**src/rtl/egsv_pkg.sv**
```systemverilog
// Shared constants, types and helpers for the ElGamal signature checker.
`timescale 1ns / 1ps

package egsv_pkg;

   // Modulus width and number of message bytes.
   localparam int MOD_W     = 14;
   localparam int MSG_BYTES = 6;

   // Fixed widths of the item fields.
   localparam int FIELD_W = 14;
   localparam int GEN_W   = 10;
   localparam int BYTE_W  = 8;
   localparam int TEXT_W  = BYTE_W * MSG_BYTES;

   // Decimal-style fold base and the smallest usable modulus.
   localparam int DEC_BASE = 100;
   localparam int P_MIN    = 2;

   // Each byte adds less than seven bits after the first one.
   localparam int MSG_W = 7 * MSG_BYTES + 2;

   // The reduction shifter takes the message, the generator or r.
   localparam int RED_W = (MSG_W > FIELD_W) ? MSG_W : FIELD_W;

   // Exponents are the raw 14-bit fields or the hash.
   localparam int EXP_W = (MOD_W > FIELD_W) ? MOD_W : FIELD_W;

   // Multiplier step width: holds 2*acc + x, which stays below 3p.
   localparam int MUL_W = MOD_W + 2;

   // Counter widths.
   localparam int FOLD_CNT_W = $clog2(MSG_BYTES + 1);
   localparam int RED_CNT_W  = $clog2(RED_W);
   localparam int MUL_CNT_W  = $clog2(MOD_W);

   // Steps of the verification program, in the order they run.
   typedef enum logic [3:0] {
      OP_RED_M  = 4'd0,
      OP_HASH   = 4'd1,
      OP_RED_G  = 4'd2,
      OP_RED_R  = 4'd3,
      OP_POW_Y  = 4'd4,
      OP_POW_L  = 4'd5,
      OP_POW_YR = 4'd6,
      OP_POW_RS = 4'd7,
      OP_RHS    = 4'd8
   } op_type;

   // Operand pair and destination of one modular multiplication.
   typedef enum logic [1:0] {
      MSRC_HASH = 2'd0,
      MSRC_RHS  = 2'd1,
      MSRC_ACC  = 2'd2,
      MSRC_SQ   = 2'd3
   } mul_src_type;

   // Commands from the controller to the datapath.
   typedef struct packed {
      logic        load;
      logic        fold;
      logic        red_start;
      logic        mul_start;
      mul_src_type mul_src;
      logic        pow_start;
      logic        exp_shift;
      logic        pow_write;
      logic        finish;
      op_type      op;
   } ctrl_cmd_type;

   // Status from the datapath to the controller.
   typedef struct packed {
      logic bad;
      logic fold_last;
      logic busy;
      logic exp_zero;
      logic exp_lsb;
   } dp_status_type;

   // Program step that follows a given one.
   function automatic op_type next_op(input op_type op);
      op_type nxt;
      case (op)
         OP_RED_M:  nxt = OP_HASH;
         OP_HASH:   nxt = OP_RED_G;
         OP_RED_G:  nxt = OP_RED_R;
         OP_RED_R:  nxt = OP_POW_Y;
         OP_POW_Y:  nxt = OP_POW_L;
         OP_POW_L:  nxt = OP_POW_YR;
         OP_POW_YR: nxt = OP_POW_RS;
         OP_POW_RS: nxt = OP_RHS;
         default:   nxt = OP_RHS;
      endcase
      return nxt;
   endfunction

endpackage

```
**src/rtl/egsv_datapath.sv**
```systemverilog
// Datapath of the signature checker: fold, bit-serial reduction, modular multiplier, exponent.
`timescale 1ns / 1ps

module egsv_datapath (
   input  logic                            clock,
   input  logic                            reset,
   input  egsv_pkg::ctrl_cmd_type          cmd,
   output egsv_pkg::dp_status_type         status,
   input  logic [egsv_pkg::FIELD_W-1:0]    in_key_exponent,
   input  logic [egsv_pkg::FIELD_W-1:0]    in_sig_s,
   input  logic [egsv_pkg::FIELD_W-1:0]    in_sig_r,
   input  logic [egsv_pkg::FIELD_W-1:0]    in_modulus_p,
   input  logic [egsv_pkg::GEN_W-1:0]      in_generator_g,
   input  logic [egsv_pkg::TEXT_W-1:0]     in_date_text,
   output logic                            res_valid_res,
   output logic [egsv_pkg::FIELD_W-1:0]    res_hash_value
);
   import egsv_pkg::*;

   // Captured item fields.
   logic [MOD_W-1:0]      p_ff, p_in;
   logic [FIELD_W-1:0]    a_ff, a_in, s_ff, s_in, r_raw_ff, r_raw_in;
   logic [GEN_W-1:0]      g_raw_ff, g_raw_in;
   logic [TEXT_W-1:0]     text_ff, text_in;

   // Message fold.
   logic [MSG_W-1:0]      m_ff, m_in;
   logic [FOLD_CNT_W-1:0] fold_cnt_ff, fold_cnt_in;

   // Bit-serial reduction unit.
   logic [RED_W-1:0]      rval_ff, rval_in;
   logic [MOD_W-1:0]      rem_ff, rem_in;
   logic [RED_CNT_W-1:0]  rcnt_ff, rcnt_in;
   logic                  red_busy_ff, red_busy_in;

   // Interleaved modular multiplier.
   logic [MOD_W-1:0]      mx_ff, mx_in, my_ff, my_in, macc_ff, macc_in;
   logic [MUL_CNT_W-1:0]  mcnt_ff, mcnt_in;
   logic                  mul_busy_ff, mul_busy_in;
   mul_src_type           msrc_ff, msrc_in;

   // Exponentiation registers.
   logic [MOD_W-1:0]      acc_ff, acc_in, base_ff, base_in;
   logic [EXP_W-1:0]      exp_ff, exp_in;

   // Intermediate values of the check.
   logic [MOD_W-1:0]      mr_ff, mr_in, h_ff, h_in, gr_ff, gr_in, rr_ff, rr_in;
   logic [MOD_W-1:0]      y_ff, y_in, lhs_ff, lhs_in, yr_ff, yr_in, rs_ff, rs_in;
   logic [MOD_W-1:0]      rhs_ff, rhs_in;

   // Result registers.
   logic                  res_valid_ff, res_valid_in;
   logic [FIELD_W-1:0]    res_hash_ff, res_hash_in;

   // Combinational step values.
   logic [MOD_W:0]        red_t;
   logic [MOD_W-1:0]      rem_next;
   logic [MUL_W-1:0]      mul_t, mul_p1, mul_p2;
   logic [MOD_W-1:0]      mul_add, macc_next;
   logic                  bad;

   assign bad = (p_ff < MOD_W'(P_MIN));

   // One reduction step: shift in the next bit and subtract p once if needed.
   always_comb begin
      red_t = {rem_ff, rval_ff[RED_W-1]};
      if (red_t >= {1'b0, p_ff}) begin
         rem_next = MOD_W'(red_t - {1'b0, p_ff});
      end else begin
         rem_next = MOD_W'(red_t);
      end
   end

   // One multiplier step: 2*acc plus x or zero stays below 3p, so pick among t, t-p, t-2p.
   always_comb begin
      mul_add = my_ff[MOD_W-1] ? mx_ff : '0;
      mul_t   = (MUL_W'(macc_ff) << 1) + MUL_W'(mul_add);
      mul_p1  = MUL_W'(p_ff);
      mul_p2  = MUL_W'(p_ff) << 1;
      if (mul_t >= mul_p2) begin
         macc_next = MOD_W'(mul_t - mul_p2);
      end else if (mul_t >= mul_p1) begin
         macc_next = MOD_W'(mul_t - mul_p1);
      end else begin
         macc_next = MOD_W'(mul_t);
      end
   end

   // Next-state logic of all datapath registers under controller commands.
   always_comb begin
      p_in         = p_ff;
      a_in         = a_ff;
      s_in         = s_ff;
      r_raw_in     = r_raw_ff;
      g_raw_in     = g_raw_ff;
      text_in      = text_ff;
      m_in         = m_ff;
      fold_cnt_in  = fold_cnt_ff;
      rval_in      = rval_ff;
      rem_in       = rem_ff;
      rcnt_in      = rcnt_ff;
      red_busy_in  = red_busy_ff;
      mx_in        = mx_ff;
      my_in        = my_ff;
      macc_in      = macc_ff;
      mcnt_in      = mcnt_ff;
      mul_busy_in  = mul_busy_ff;
      msrc_in      = msrc_ff;
      acc_in       = acc_ff;
      base_in      = base_ff;
      exp_in       = exp_ff;
      mr_in        = mr_ff;
      h_in         = h_ff;
      gr_in        = gr_ff;
      rr_in        = rr_ff;
      y_in         = y_ff;
      lhs_in       = lhs_ff;
      yr_in        = yr_ff;
      rs_in        = rs_ff;
      rhs_in       = rhs_ff;
      res_valid_in = res_valid_ff;
      res_hash_in  = res_hash_ff;

      // Capture a new item.
      if (cmd.load) begin
         p_in        = MOD_W'(in_modulus_p);
         a_in        = in_key_exponent;
         s_in        = in_sig_s;
         r_raw_in    = in_sig_r;
         g_raw_in    = in_generator_g;
         text_in     = in_date_text;
         m_in        = '0;
         fold_cnt_in = '0;
      end

      // Fold one message byte, first byte first.
      if (cmd.fold) begin
         m_in        = MSG_W'(m_ff * MSG_W'(DEC_BASE)) + MSG_W'(text_ff[TEXT_W-1 -: BYTE_W]);
         text_in     = text_ff << BYTE_W;
         fold_cnt_in = fold_cnt_ff + FOLD_CNT_W'(1);
      end

      // Reduction unit: start, then one bit per cycle, writing the remainder at the end.
      if (cmd.red_start) begin
         case (cmd.op)
            OP_RED_M: rval_in = RED_W'(m_ff);
            OP_RED_G: rval_in = RED_W'(g_raw_ff);
            default:  rval_in = RED_W'(r_raw_ff);
         endcase
         rem_in      = '0;
         rcnt_in     = RED_CNT_W'(RED_W - 1);
         red_busy_in = 1'b1;
      end else if (red_busy_ff) begin
         rem_in  = rem_next;
         rval_in = rval_ff << 1;
         rcnt_in = rcnt_ff - RED_CNT_W'(1);
         if (rcnt_ff == '0) begin
            red_busy_in = 1'b0;
            case (cmd.op)
               OP_RED_M: mr_in = rem_next;
               OP_RED_G: gr_in = rem_next;
               default:  rr_in = rem_next;
            endcase
         end
      end

      // Multiplier: start with an operand pair, then one bit of y per cycle.
      if (cmd.mul_start) begin
         case (cmd.mul_src)
            MSRC_HASH: begin
               mx_in = mr_ff;
               my_in = mr_ff;
            end
            MSRC_RHS: begin
               mx_in = yr_ff;
               my_in = rs_ff;
            end
            MSRC_ACC: begin
               mx_in = acc_ff;
               my_in = base_ff;
            end
            default: begin
               mx_in = base_ff;
               my_in = base_ff;
            end
         endcase
         macc_in     = '0;
         mcnt_in     = MUL_CNT_W'(MOD_W - 1);
         mul_busy_in = 1'b1;
         msrc_in     = cmd.mul_src;
      end else if (mul_busy_ff) begin
         macc_in = macc_next;
         my_in   = my_ff << 1;
         mcnt_in = mcnt_ff - MUL_CNT_W'(1);
         if (mcnt_ff == '0) begin
            mul_busy_in = 1'b0;
            case (msrc_ff)
               MSRC_HASH: h_in    = macc_next;
               MSRC_RHS:  rhs_in  = macc_next;
               MSRC_ACC:  acc_in  = macc_next;
               default:   base_in = macc_next;
            endcase
         end
      end

      // Exponentiation setup: the accumulator starts at one, which is below any valid p.
      if (cmd.pow_start) begin
         acc_in = MOD_W'(1);
         case (cmd.op)
            OP_POW_Y: begin
               base_in = gr_ff;
               exp_in  = EXP_W'(a_ff);
            end
            OP_POW_L: begin
               base_in = gr_ff;
               exp_in  = EXP_W'(h_ff);
            end
            OP_POW_YR: begin
               base_in = y_ff;
               exp_in  = EXP_W'(r_raw_ff);
            end
            default: begin
               base_in = rr_ff;
               exp_in  = EXP_W'(s_ff);
            end
         endcase
      end

      if (cmd.exp_shift) begin
         exp_in = exp_ff >> 1;
      end

      // Store the finished power.
      if (cmd.pow_write) begin
         case (cmd.op)
            OP_POW_Y:  y_in   = acc_ff;
            OP_POW_L:  lhs_in = acc_ff;
            OP_POW_YR: yr_in  = acc_ff;
            default:   rs_in  = acc_ff;
         endcase
      end

      // Latch the result item; a modulus below two gives zeros.
      if (cmd.finish) begin
         res_valid_in = !bad && (lhs_ff == rhs_ff);
         res_hash_in  = bad ? '0 : FIELD_W'(h_ff);
      end
   end

   // Control registers.
   always_ff @(posedge clock) begin
      if (reset) begin
         red_busy_ff <= 1'b0;
         mul_busy_ff <= 1'b0;
      end else begin
         red_busy_ff <= red_busy_in;
         mul_busy_ff <= mul_busy_in;
      end
   end

   // Payload registers.
   always_ff @(posedge clock) begin
      p_ff         <= p_in;
      a_ff         <= a_in;
      s_ff         <= s_in;
      r_raw_ff     <= r_raw_in;
      g_raw_ff     <= g_raw_in;
      text_ff      <= text_in;
      m_ff         <= m_in;
      fold_cnt_ff  <= fold_cnt_in;
      rval_ff      <= rval_in;
      rem_ff       <= rem_in;
      rcnt_ff      <= rcnt_in;
      mx_ff        <= mx_in;
      my_ff        <= my_in;
      macc_ff      <= macc_in;
      mcnt_ff      <= mcnt_in;
      msrc_ff      <= msrc_in;
      acc_ff       <= acc_in;
      base_ff      <= base_in;
      exp_ff       <= exp_in;
      mr_ff        <= mr_in;
      h_ff         <= h_in;
      gr_ff        <= gr_in;
      rr_ff        <= rr_in;
      y_ff         <= y_in;
      lhs_ff       <= lhs_in;
      yr_ff        <= yr_in;
      rs_ff        <= rs_in;
      rhs_ff       <= rhs_in;
      res_valid_ff <= res_valid_in;
      res_hash_ff  <= res_hash_in;
   end

   // Status to the controller.
   always_comb begin
      status.bad       = bad;
      status.fold_last = (fold_cnt_ff == FOLD_CNT_W'(MSG_BYTES - 1));
      status.busy      = red_busy_ff | mul_busy_ff;
      status.exp_zero  = (exp_ff == '0);
      status.exp_lsb   = exp_ff[0];
   end

   assign res_valid_res  = res_valid_ff;
   assign res_hash_value = res_hash_ff;

   // The multiplier accumulator stays reduced while it runs.
   a_macc_reduced: assert property (@(posedge clock) disable iff (reset)
      mul_busy_ff |-> (macc_ff < p_ff))
      else $error("multiplier accumulator not below the modulus");

   // The reduction remainder stays reduced while it runs.
   a_rem_reduced: assert property (@(posedge clock) disable iff (reset)
      red_busy_ff |-> (rem_ff < p_ff))
      else $error("reduction remainder not below the modulus");

   // The two arithmetic units never run at the same time.
   a_units_exclusive: assert property (@(posedge clock) disable iff (reset)
      !(red_busy_ff && mul_busy_ff))
      else $error("reduction and multiplier busy together");

endmodule

```
**src/rtl/egsv_ctrl.sv**
```systemverilog
// Controller state machine that sequences the verification program.
`timescale 1ns / 1ps

module egsv_ctrl (
   input  logic                      clock,
   input  logic                      reset,
   input  logic                      req_valid,
   output logic                      req_ready,
   output logic                      rsp_valid,
   input  logic                      rsp_ready,
   output egsv_pkg::ctrl_cmd_type    cmd,
   input  egsv_pkg::dp_status_type   status
);
   import egsv_pkg::*;

   typedef enum logic [8:0] {
      S_IDLE     = 9'b000000001,
      S_CHECK    = 9'b000000010,
      S_FOLD     = 9'b000000100,
      S_START    = 9'b000001000,
      S_WAIT     = 9'b000010000,
      S_POW_TEST = 9'b000100000,
      S_POW_ACC  = 9'b001000000,
      S_POW_SQ   = 9'b010000000,
      S_FINISH   = 9'b100000000
   } state_type;

   state_type state_ff, state_in;
   op_type    op_ff, op_in;
   logic      rsp_valid_ff, rsp_valid_in;

   // Next state and commands.
   always_comb begin
      state_in    = state_ff;
      op_in       = op_ff;
      cmd         = '0;
      cmd.op      = op_ff;
      cmd.mul_src = MSRC_HASH;

      case (state_ff)
         S_IDLE: begin
            if (req_valid) begin
               cmd.load = 1'b1;
               op_in    = OP_RED_M;
               state_in = S_CHECK;
            end
         end
         S_CHECK: begin
            state_in = status.bad ? S_FINISH : S_FOLD;
         end
         S_FOLD: begin
            cmd.fold = 1'b1;
            if (status.fold_last) begin
               state_in = S_START;
            end
         end
         S_START: begin
            case (op_ff)
               OP_RED_M, OP_RED_G, OP_RED_R: begin
                  cmd.red_start = 1'b1;
                  state_in      = S_WAIT;
               end
               OP_HASH: begin
                  cmd.mul_start = 1'b1;
                  cmd.mul_src   = MSRC_HASH;
                  state_in      = S_WAIT;
               end
               OP_RHS: begin
                  cmd.mul_start = 1'b1;
                  cmd.mul_src   = MSRC_RHS;
                  state_in      = S_WAIT;
               end
               default: begin
                  cmd.pow_start = 1'b1;
                  state_in      = S_POW_TEST;
               end
            endcase
         end
         S_WAIT: begin
            if (!status.busy) begin
               if (op_ff == OP_RHS) begin
                  state_in = S_FINISH;
               end else begin
                  op_in    = next_op(op_ff);
                  state_in = S_START;
               end
            end
         end
         // Right-to-left square and multiply, one exponent bit per pass.
         S_POW_TEST: begin
            if (status.exp_zero) begin
               cmd.pow_write = 1'b1;
               op_in         = next_op(op_ff);
               state_in      = S_START;
            end else if (status.exp_lsb) begin
               cmd.mul_start = 1'b1;
               cmd.mul_src   = MSRC_ACC;
               state_in      = S_POW_ACC;
            end else begin
               cmd.mul_start = 1'b1;
               cmd.mul_src   = MSRC_SQ;
               state_in      = S_POW_SQ;
            end
         end
         S_POW_ACC: begin
            if (!status.busy) begin
               cmd.mul_start = 1'b1;
               cmd.mul_src   = MSRC_SQ;
               state_in      = S_POW_SQ;
            end
         end
         S_POW_SQ: begin
            if (!status.busy) begin
               cmd.exp_shift = 1'b1;
               state_in      = S_POW_TEST;
            end
         end
         S_FINISH: begin
            if (!rsp_valid_ff || rsp_ready) begin
               cmd.finish = 1'b1;
               state_in   = S_IDLE;
            end
         end
         default: begin
            state_in = S_IDLE;
         end
      endcase
   end

   // Output valid: set when a result is latched, cleared when it is taken.
   always_comb begin
      if (cmd.finish) begin
         rsp_valid_in = 1'b1;
      end else if (rsp_ready) begin
         rsp_valid_in = 1'b0;
      end else begin
         rsp_valid_in = rsp_valid_ff;
      end
   end

   always_ff @(posedge clock) begin
      if (reset) begin
         state_ff     <= S_IDLE;
         op_ff        <= OP_RED_M;
         rsp_valid_ff <= 1'b0;
      end else begin
         state_ff     <= state_in;
         op_ff        <= op_in;
         rsp_valid_ff <= rsp_valid_in;
      end
   end

   assign req_ready = (state_ff == S_IDLE);
   assign rsp_valid = rsp_valid_ff;

   // An accepted item always goes to the modulus check next.
   a_accept_to_check: assert property (@(posedge clock) disable iff (reset)
      (req_valid && req_ready) |=> (state_ff == S_CHECK))
      else $error("accepted item did not reach the modulus check");

   // A unit started from the dispatch state is busy when the wait begins.
   a_unit_started: assert property (@(posedge clock) disable iff (reset)
      (state_ff == S_WAIT && $past(state_ff) == S_START) |-> status.busy)
      else $error("arithmetic unit idle right after start");

endmodule

```
**src/rtl/elgamal_signature_verify.sv**
```systemverilog
// ElGamal signature checker: verifies (r, s) over a small modulus and returns the hash.
//
// Usage: present one item on the req_ channel (key exponent a, signature r and s,
// modulus p, generator g and six message bytes) with req_valid; it is taken when
// req_valid and req_ready are both high. One result item (valid_res and hash_value)
// appears on the rsp_ channel and is taken when rsp_valid and rsp_ready are high.
// The block works on one item at a time; req_ready is high only while it is idle.
// One reduction unit shifts the message, g and r through bit by bit, and one
// interleaved modular multiplier does every product. Each of the four
// exponentiations runs a squaring for every exponent bit up to the highest set
// bit, plus a multiply for every set bit. A modulus below two skips the program
// and goes straight to the result.
// The result sits in an output register, so a new item may be accepted while the
// previous result waits; that item then holds at its end until the output is free.
// Reset (synchronous, active high) returns the controller to idle and drops rsp_valid.
`timescale 1ns / 1ps

module elgamal_signature_verify (
   input  logic                            clock,
   input  logic                            reset,
   input  logic                            req_valid,
   output logic                            req_ready,
   input  logic [egsv_pkg::FIELD_W-1:0]    req_key_exponent,
   input  logic [egsv_pkg::FIELD_W-1:0]    req_sig_s,
   input  logic [egsv_pkg::FIELD_W-1:0]    req_sig_r,
   input  logic [egsv_pkg::FIELD_W-1:0]    req_modulus_p,
   input  logic [egsv_pkg::GEN_W-1:0]      req_generator_g,
   input  logic [egsv_pkg::TEXT_W-1:0]     req_date_text,
   output logic                            rsp_valid,
   input  logic                            rsp_ready,
   output logic                            rsp_valid_res,
   output logic [egsv_pkg::FIELD_W-1:0]    rsp_hash_value
);
   import egsv_pkg::*;

   ctrl_cmd_type  cmd;
   dp_status_type status;

   // Sequencer.
   egsv_ctrl u_ctrl (
      .clock     (clock),
      .reset     (reset),
      .req_valid (req_valid),
      .req_ready (req_ready),
      .rsp_valid (rsp_valid),
      .rsp_ready (rsp_ready),
      .cmd       (cmd),
      .status    (status)
   );

   // Arithmetic and storage.
   egsv_datapath u_datapath (
      .clock           (clock),
      .reset           (reset),
      .cmd             (cmd),
      .status          (status),
      .in_key_exponent (req_key_exponent),
      .in_sig_s        (req_sig_s),
      .in_sig_r        (req_sig_r),
      .in_modulus_p    (req_modulus_p),
      .in_generator_g  (req_generator_g),
      .in_date_text    (req_date_text),
      .res_valid_res   (rsp_valid_res),
      .res_hash_value  (rsp_hash_value)
   );

endmodule
```
**config.mk**
```make
export PLATFORM = sky130hd
export DESIGN_NAME = elgamal_signature_verify
export DESIGN_NICKNAME = d
export VERILOG_FILES = /design/src/rtl/egsv_pkg.sv /design/src/rtl/egsv_datapath.sv /design/src/rtl/egsv_ctrl.sv /design/src/rtl/elgamal_signature_verify.sv
export SDC_FILE = /design/constraint.sdc
export NUM_CORES = 1
export LEC_CHECK = 0
export ABC_CLOCK_PERIOD_IN_PS = 8500
export BUFFER_PORTS_ARGS = -buffer_cell sky130_fd_sc_hd__buf_2
export CAP_MARGIN = 30
export CORE_MARGIN = 1
export CORE_UTILIZATION = 67
export CTS_BUF_LIST = sky130_fd_sc_hd__clkbuf_8
export DETAILED_ROUTE_END_ITERATION = 16
export GPL_TIMING_DRIVEN = 0
export PLACE_DENSITY = 0.86
export SKIP_CTS_REPAIR_TIMING = 1
export SLEW_MARGIN = 0
export SYNTH_ARGS = -nofsm -noshare
export SYNTH_HDL_FRONTEND = slang
export SYNTH_SLANG_ARGS = --single-unit
```
**constraint.sdc**
```tcl
create_clock -name clock -period 8.5 [get_ports clock]
set_clock_uncertainty 0.15 [all_clocks]
set_input_delay 1.7 -clock clock [delete_from_list [all_inputs] [get_ports clock]]
set_output_delay 1.7 -clock clock [all_outputs]
set_load 0.05 [all_outputs]
```
==> results of run 1 <==
## per-stage QoR
step           power, W   util  hold WS [ns]  instance area, µm²  worst slack, ns
2_1_floorplan   0.00559      -         0.282               27000             3.36
3_3_place_gp    0.00628  0.713         0.295               28300             1.95
3_5_place_dp    0.00643  0.719         0.297               28600             1.90
4_1_cts         0.00845  0.758         0.305               30100             1.87
5_1_grt         0.00900  0.759         0.330               30100             1.45
6_report        0.00851  0.759         0.306               30100             1.66
## power groups by stage
stage	Sequential [W]	Combinational, W	Clock [W]
after floorplan	0.00287	0.00272	0
after global placement	0.00292	0.00336	0
after detailed placement	0.00291	0.00352	0
after CTS	0.00286	0.00357	0.00203
after global routing	0.00288	0.00400	0.00212
final	0.00287	0.00363	0.00202
## worst min path at each step
stage / startpoint / to / cells past startpoint
floorplan: u_datapath.text_ff[0] / u_datapath.text_ff[0] / 2
global route: u_datapath.text_ff[4] / u_datapath.text_ff[4] / 2
detailed placement: u_datapath.text_ff[4] / u_datapath.text_ff[4] / 2
finish: u_datapath.text_ff[4] / u_datapath.text_ff[4] / 2
global placement: u_datapath.text_ff[4] / u_datapath.text_ff[4] / 2
CTS: u_datapath.text_ff[4] / u_datapath.text_ff[4] / 2
## cells in the mapped netlist, drive strengths merged, types with 13 or more instances
| master | number | share of area |
|---|---|---|
| edfxtp | 395 | 0.44 |
| inv | 246 | 0.034 |
| nor2 | 210 | 0.029 |
| ha | 180 | 0.083 |
| nand2 | 161 | 0.022 |
| a21oi | 158 | 0.031 |
| o21ai | 112 | 0.021 |
| dfxtp | 81 | 0.060 |
| clkbuf | 78 | 0.011 |
| a22o | 76 | 0.025 |
| mux2i | 64 | 0.024 |
| xnor2 | 64 | 0.021 |
| nor3 | 53 | 0.010 |
| xor2 | 53 | 0.017 |
| and2 | 48 | 0.011 |
| fa | 41 | 0.030 |
| a22oi | 39 | 0.011 |
| nand3 | 37 | 0.0069 |
| a21o | 36 | 0.010 |
| a31oi | 36 | 0.0083 |
| a211oi | 23 | 0.0069 |
| nor4 | 22 | 0.0053 |
| buf | 21 | 0.0042 |
| nor2b | 20 | 0.0046 |
| or3 | 19 | 0.0046 |
| nand4 | 17 | 0.0039 |
| o21a | 17 | 0.0047 |
| or2 | 15 | 0.0036 |
| nand2b | 14 | 0.0032 |
| a221oi | 13 | 0.0049 |
## metal layers
metal,share of wire,up-vias
met5,0,-
met4,0.050,0
met3,0.079,243
met2,0.49,1069
met1,0.38,9999
li1,-,9594
## layout make-up
| class | count | area share |
|---|---|---|
| multi-input cells | 1681 | 0.406 |
| plain buffers | 99 | 0.0136 |
| well taps | 525 | 0.0218 |
| inverters | 247 | 0.0308 |
| repair buffers | 150 | 0.0291 |
| clock buffers | 88 | 0.0402 |
| clock inverters | 52 | 0.0116 |
| flip-flops and latches | 476 | 0.447 |
## critical path, cell delays in order (launching register included)
cell      delay [ns]
edfxtp_1        0.44
clkbuf_1        0.30
and2_1          0.19
ha_1            0.16
inv_1           0.06
fa_1            0.40
nor2b_1         0.16
o21a_1          0.15
o21a_1          0.17
o211a_1         0.22
a21oi_1         0.09
xnor2_1         0.33
ha_1            0.37
a21o_1          0.19
a21o_1          0.17
a21oi_1         0.30
o21a_1          0.18
o21ai_0         0.11
a221o_1         0.37
a221oi_4        0.52
buf_4           0.30
mux2i_1         0.21
nor2_1          0.06
a21oi_1         0.69
inv_1           0.21
## kinds of logic after synthesis
group,count (synthesis),share of synthesized area
multiplexers,74,0.0279
flip-flops,476,0.499
AO/OA/AOI/OAI,596,0.150
adder cells (fa/ha/maj),221,0.114
XOR/XNOR,117,0.0379
buffers and inverters,346,0.0494
AND/OR/NAND/NOR,673,0.122
## cell usage in the layout, fill, tap and decap left out, drive strengths merged, types with 36 or more instances in the layout
cell type and n:
xor2 53, o21ai 112, a21oi 158, dfxtp 81, nor2 210, a22o 76, and2 48, mux2i 64
ha 180, clkbuf 166, edfxtp 395, a22oi 39, a21o 36, fa 41, nor3 53, nand2 161
nand3 37, xnor2 64, buf 171, inv 270, a31oi 36
==> results.sh, run 1 <==
export IMPL_switching_share=0.388
export IMPL_p_clk_frac=0.237
export IMPL_rows=73
export IMPL_core_area_um2=39700
export IMPL_hold_viol=0
export IMPL_synth_cell_types=93
export IMPL_clock_path_buffers=3
export IMPL_port_buffer_count=133
export IMPL_die_area_um2=41100
export IMPL_r2r_slack_ns=1.66
export IMPL_nFillCells=2544
export IMPL_endpoint="u_datapath.rhs_ff[5]"
export IMPL_powerDensity_nw_per_um2=282
export IMPL_p_switching_w=0.00331
export IMPL_status="complete, no violations"
export IMPL_async_reset_ff_frac=0
export IMPL_post_synth_cell_area_avg_um2=10.8
export IMPL_tritoncts="done"
export IMPL_floorplan_initialDensity=0.680
export IMPL_diodes=0
export IMPL_grt_overflow=0
export IMPL_regToRegStartpoint="u_datapath.my_ff[13]"
export IMPL_antenna_found_initial=0
export IMPL_start_kind="flip-flop"
export IMPL_largest_register_ffs=48
export IMPL_drcViolationCount=0
export IMPL_place_congestion=0.946
export IMPL_grtUsageMet2=0.580
export IMPL_critPathMaxFanout=10
export IMPL_r2r_cells=24
export IMPL_use_met3=0.0530
export IMPL_max_freq_mhz=146
export IMPL_seq_power_share=0.337
export IMPL_p_comb_frac=0.426
export IMPL_cp_data_required_time_ns=8.67
export IMPL_die_w_um=203
export IMPL_multi_input_area_um2=12200
export IMPL_p_int_w=0.00521
export IMPL_end_kind="flip-flop"
export IMPL_ant_nets=0
export IMPL_fin_tns_setup_ns=0
export IMPL_drt_initial_drc_count=2293
export IMPL_placed_cells_incl_taps=3176
export IMPL_fin_crit_sh=0.804
export IMPL_ioPinCount=135
export IMPL_clk_pin_slew_ns=0.06
export IMPL_final_setup_viol_count=0
export IMPL_dr_pass1_iters=7
export IMPL_wirelength_um=70000
export IMPL_busiest_layer="met2"
export IMPL_fin_cells=3318
export IMPL_grt_usage=0.340
export IMPL_critPathLaunch="u_datapath.my_ff[13]"
export IMPL_drv_slew=0
export IMPL_dpl_hpwl_um=51500
export IMPL_wl_per_cell_um=21.1
export IMPL_maxCapViolations=0
export IMPL_syn_to_final_growth_pct=11.6
export IMPL_min_period_ns=6.84
export IMPL_regArea_um2=13500
export IMPL_power_leakage_nw=12.3
export IMPL_syn_inst=2503
export IMPL_grt_pass1_wl_um=109000
export IMPL_synthFlopType="edfxtp_1"
export IMPL_grt_max_degree=68
export IMPL_ir_drop_uv=220
export IMPL_ys_warn_count=0
export IMPL_tightest_slew_ns=1.09
export IMPL_htreeDepth=3
export IMPL_worstReg2RegEnd="u_datapath.rhs_ff[5]"
export IMPL_synth_edf_count=395
export IMPL_grt_use_met1=0.420
export IMPL_crit_arrival_ns=7.01
export IMPL_hold_path_class="reg -> reg"
export IMPL_fp_dieH_um=203
export IMPL_cts_num_sinks=476
export IMPL_grt_pass1_vias=20700
export IMPL_ys_seq_area_frac=0.499
export IMPL_num_vias=20900
export IMPL_ys_ff_latch=476
export IMPL_syn_nets=2842
export IMPL_critPathKind="reg -> reg"
export IMPL_clk_latency_ns=0.66
export IMPL_largest_register="u_datapath.text_ff"
export IMPL_drive_gt1_frac=0.120
export IMPL_reg_top3="u_datapath.text_ff: 48 flops, u_datapath.m_ff: 44 flops, u_datapath.rval_ff: 44 flops"
export IMPL_cts_buffers=77
export IMPL_cts_root_buf="clkbuf_8"
export IMPL_syn_cell_area_um2=27000
export IMPL_via_per_inst=6.30
export IMPL_slew_headroom=0.251
export IMPL_rsz0062_at_grt="false"
export IMPL_nets=3071
Power figures use the tool's default switching activity.
==> run 2, diff against run 1 <==
--- a/config.mk
+++ b/config.mk
@@ -5,15 +5,15 @@
 export SDC_FILE = /design/constraint.sdc
 export NUM_CORES = 1
 export LEC_CHECK = 0
-export ABC_CLOCK_PERIOD_IN_PS = 8500
+export ABC_CLOCK_PERIOD_IN_PS = 5600
 export BUFFER_PORTS_ARGS = -buffer_cell sky130_fd_sc_hd__buf_2
 export CAP_MARGIN = 30
 export CORE_MARGIN = 1
-export CORE_UTILIZATION = 67
+export CORE_UTILIZATION = 58
 export CTS_BUF_LIST = sky130_fd_sc_hd__clkbuf_8
 export DETAILED_ROUTE_END_ITERATION = 16
 export GPL_TIMING_DRIVEN = 0
-export PLACE_DENSITY = 0.86
+export PLACE_DENSITY = 0.79
 export SKIP_CTS_REPAIR_TIMING = 1
 export SLEW_MARGIN = 0
 export SYNTH_ARGS = -nofsm -noshare
==> constraint.sdc (replaced) <==
create_clock -name clock -period 5.6 [get_ports clock]
set_clock_uncertainty 0.15 [all_clocks]
set_input_delay 1.12 -clock clock [delete_from_list [all_inputs] [get_ports clock]]
set_output_delay 1.12 -clock clock [all_outputs]
set_load 0.05 [all_outputs]
==> run 2 against run 1 <==
Against the previous run:
- global-route usage fell by 4.9 points
- first-iteration DRC count up 2.7%
- setup slack got worse by 1.6 ns
- count of clock-buffer cells in the layout rose by 4
- hold slack gained 0.0046 ns
- die area is 15% higher
- register-to-register slack got worse by 1.6 ns
- critical path type unchanged
- critical endpoint is now u_datapath.base_ff[8]
==> results.sh, run 2 (synthesis gave the netlist of run 1 again) <==
export IMPL_p_comb_frac=0.439
export IMPL_final_setup_viol_count=0
export IMPL_grt_max_degree=68
export IMPL_placed_cells_incl_taps=3252
export IMPL_dpl_hpwl_um=51800
export IMPL_ioPinCount=135
export IMPL_fin_crit_sh=0.997
export IMPL_max_freq_mhz=179
export IMPL_drv_slew=0
export IMPL_slowest_delay_ns=0.50
export IMPL_start_kind="flip-flop"
export IMPL_hold_path_class="reg -> reg"
export IMPL_fin_tns_setup_ns=0
export IMPL_end_kind="flip-flop"
export IMPL_power_leakage_nw=12.7
export IMPL_drcViolationCount=0
export IMPL_cp_slowest_cell="edfxtp_1"
export IMPL_fin_ws_ns=0.0153
export IMPL_ant_nets=0
export IMPL_maxCapViolations=0
export IMPL_critPathMaxFanout=8
export IMPL_core_area_um2=45700
export IMPL_largest_register_ffs=48
export IMPL_p_switching_w=0.00525
export IMPL_drt_initial_drc_count=2355
export IMPL_port_buffer_count=133
export IMPL_seq_power_share=0.320
export IMPL_reg_top3="u_datapath.text_ff: 48 flops, u_datapath.m_ff: 44 flops, u_datapath.rval_ff: 44 flops"
export IMPL_pre_cts_slack_ns=-1.09
export IMPL_clock_path_buffers=3
export IMPL_num_vias=21100
export IMPL_powerDensity_nw_per_um2=436
export IMPL_fin_cells=3438
export IMPL_crit_arrival_ns=5.82
export IMPL_antenna_found_initial=1
export IMPL_cts_root_buf="clkbuf_8"
export IMPL_grt_usage=0.291
export IMPL_nets=3110
export IMPL_critPathKind="reg -> reg"
export IMPL_status="complete, no violations"
export IMPL_switching_share=0.387
export IMPL_place_area_um2=28700
export IMPL_final_cell_mix="395 x edfxtp_1, 264 x inv_1, 205 x nor2_1, 177 x ha_1, 157 x nand2_1"
export IMPL_cts_buffers=80
export IMPL_min_period_ns=5.58
export IMPL_grt_overflow=0
export IMPL_die_area_um2=47400
export IMPL_floorplan_initialDensity=0.592
export IMPL_cts_num_sinks=476
export IMPL_wirelength_um=70300
export IMPL_syn_to_final_growth_pct=15.1
export IMPL_grt_pass1_wl_um=107000
export IMPL_drive_gt1_frac=0.152
export IMPL_ir_drop_uv=265
export IMPL_cp_data_required_time_ns=5.84
export IMPL_p_clk_frac=0.241
export IMPL_clk_latency_ns=0.68
export IMPL_htreeDepth=3
export IMPL_slew_headroom=0.280
export IMPL_via_per_inst=6.13
export IMPL_largest_register="u_datapath.text_ff"
export IMPL_tritoncts="done"
export IMPL_tightest_slew_ns=1.08
export IMPL_rows=78
export IMPL_grt_pass1_vias=20400
export IMPL_final_common_cell="edfxtp_1"
export IMPL_place_congestion=0.934
export IMPL_dr_pass1_iters=7
export IMPL_fp_dieH_um=218
export IMPL_design_area_um2=31100
export IMPL_die_w_um=218
export IMPL_wl_per_cell_um=20.4
export IMPL_clk_pin_slew_ns=0.07
export IMPL_p_int_w=0.00832
export IMPL_hold_viol=0
[run 2: cell types whose count changed in the layout (fill, tap and decap cells not counted), sizes merged]
cell	change
buf	+38
bufinv	+2
clkbuf	+2
clkinv	+6
clkinvlp	-2
diode	+1
inv	-2
[run 2: cell type report]
class	instances	area, µm²
fill	3280	14600
sequential	476	13500
multi-input combinational	1681	12600
clock buffer	92	1270
timing repair buffer	188	1180
inverter	247	927
tap	600	751
clock inverter	56	428
buffer	97	422
antenna	1	2.50
[run 2: power by group through the flow]
stage	clock network (W)	registers, W	logic, W
4_1_cts	0.00330	0.00434	0.00536
3_5_place_dp	0	0.00441	0.00532
2_1_floorplan	0	0.00436	0.00413
5_1_grt	0.00345	0.00436	0.00659
6_report	0.00327	0.00434	0.00595
3_3_place_gp	0	0.00444	0.00511
[run 2: through the flow]
step                power (W)  utilization  hold slack [ns]
finish                 0.0136        0.681            0.310
global route           0.0144        0.681            0.327
CTS                    0.0130        0.665            0.313
detailed placement    0.00973        0.628            0.304
global placement      0.00955        0.623            0.295
floorplan             0.00849            -            0.282
[run 2: worst max-delay path, delay by kind of cell, from the launching register on]
family	cells	cell delay, ns
AOI/OAI and AO/OA	12	2.33
xor gates and xnor gates	1	0.12
adders and majority gates	3	0.62
buffers and inverters	6	0.87
DFF	1	0.50
muxes	2	0.37
and+or+nand+nor	3	0.32
[run 2: path summary, 6_finish.rpt]
path | start | to | slack, ns | cells after the start
min | u_datapath.text_ff[0] | u_datapath.text_ff[0] | 0.31 | 2
min reg2reg | u_datapath.text_ff[0] | u_datapath.text_ff[0] | 0.31 | 2
max reg2reg | u_datapath.my_ff[13] | u_datapath.base_ff[8] | 0.02 | 27
max | u_datapath.my_ff[13] | u_datapath.base_ff[8] | 0.02 | 27
[run 2: per-layer routing]
metal | GRT usage | routed length (µm) | vias to the layer above | share of wire
li1 | - | - | 9685 | -
met1 | 0.365 | 26800 | 10100 | 0.38
met2 | 0.496 | 34700 | 1021 | 0.49
met3 | 0.0462 | 5420 | 267 | 0.077
met4 | 0.130 | 3370 | 2 | 0.048
met5 | 0 | 17 | - | 0.00024
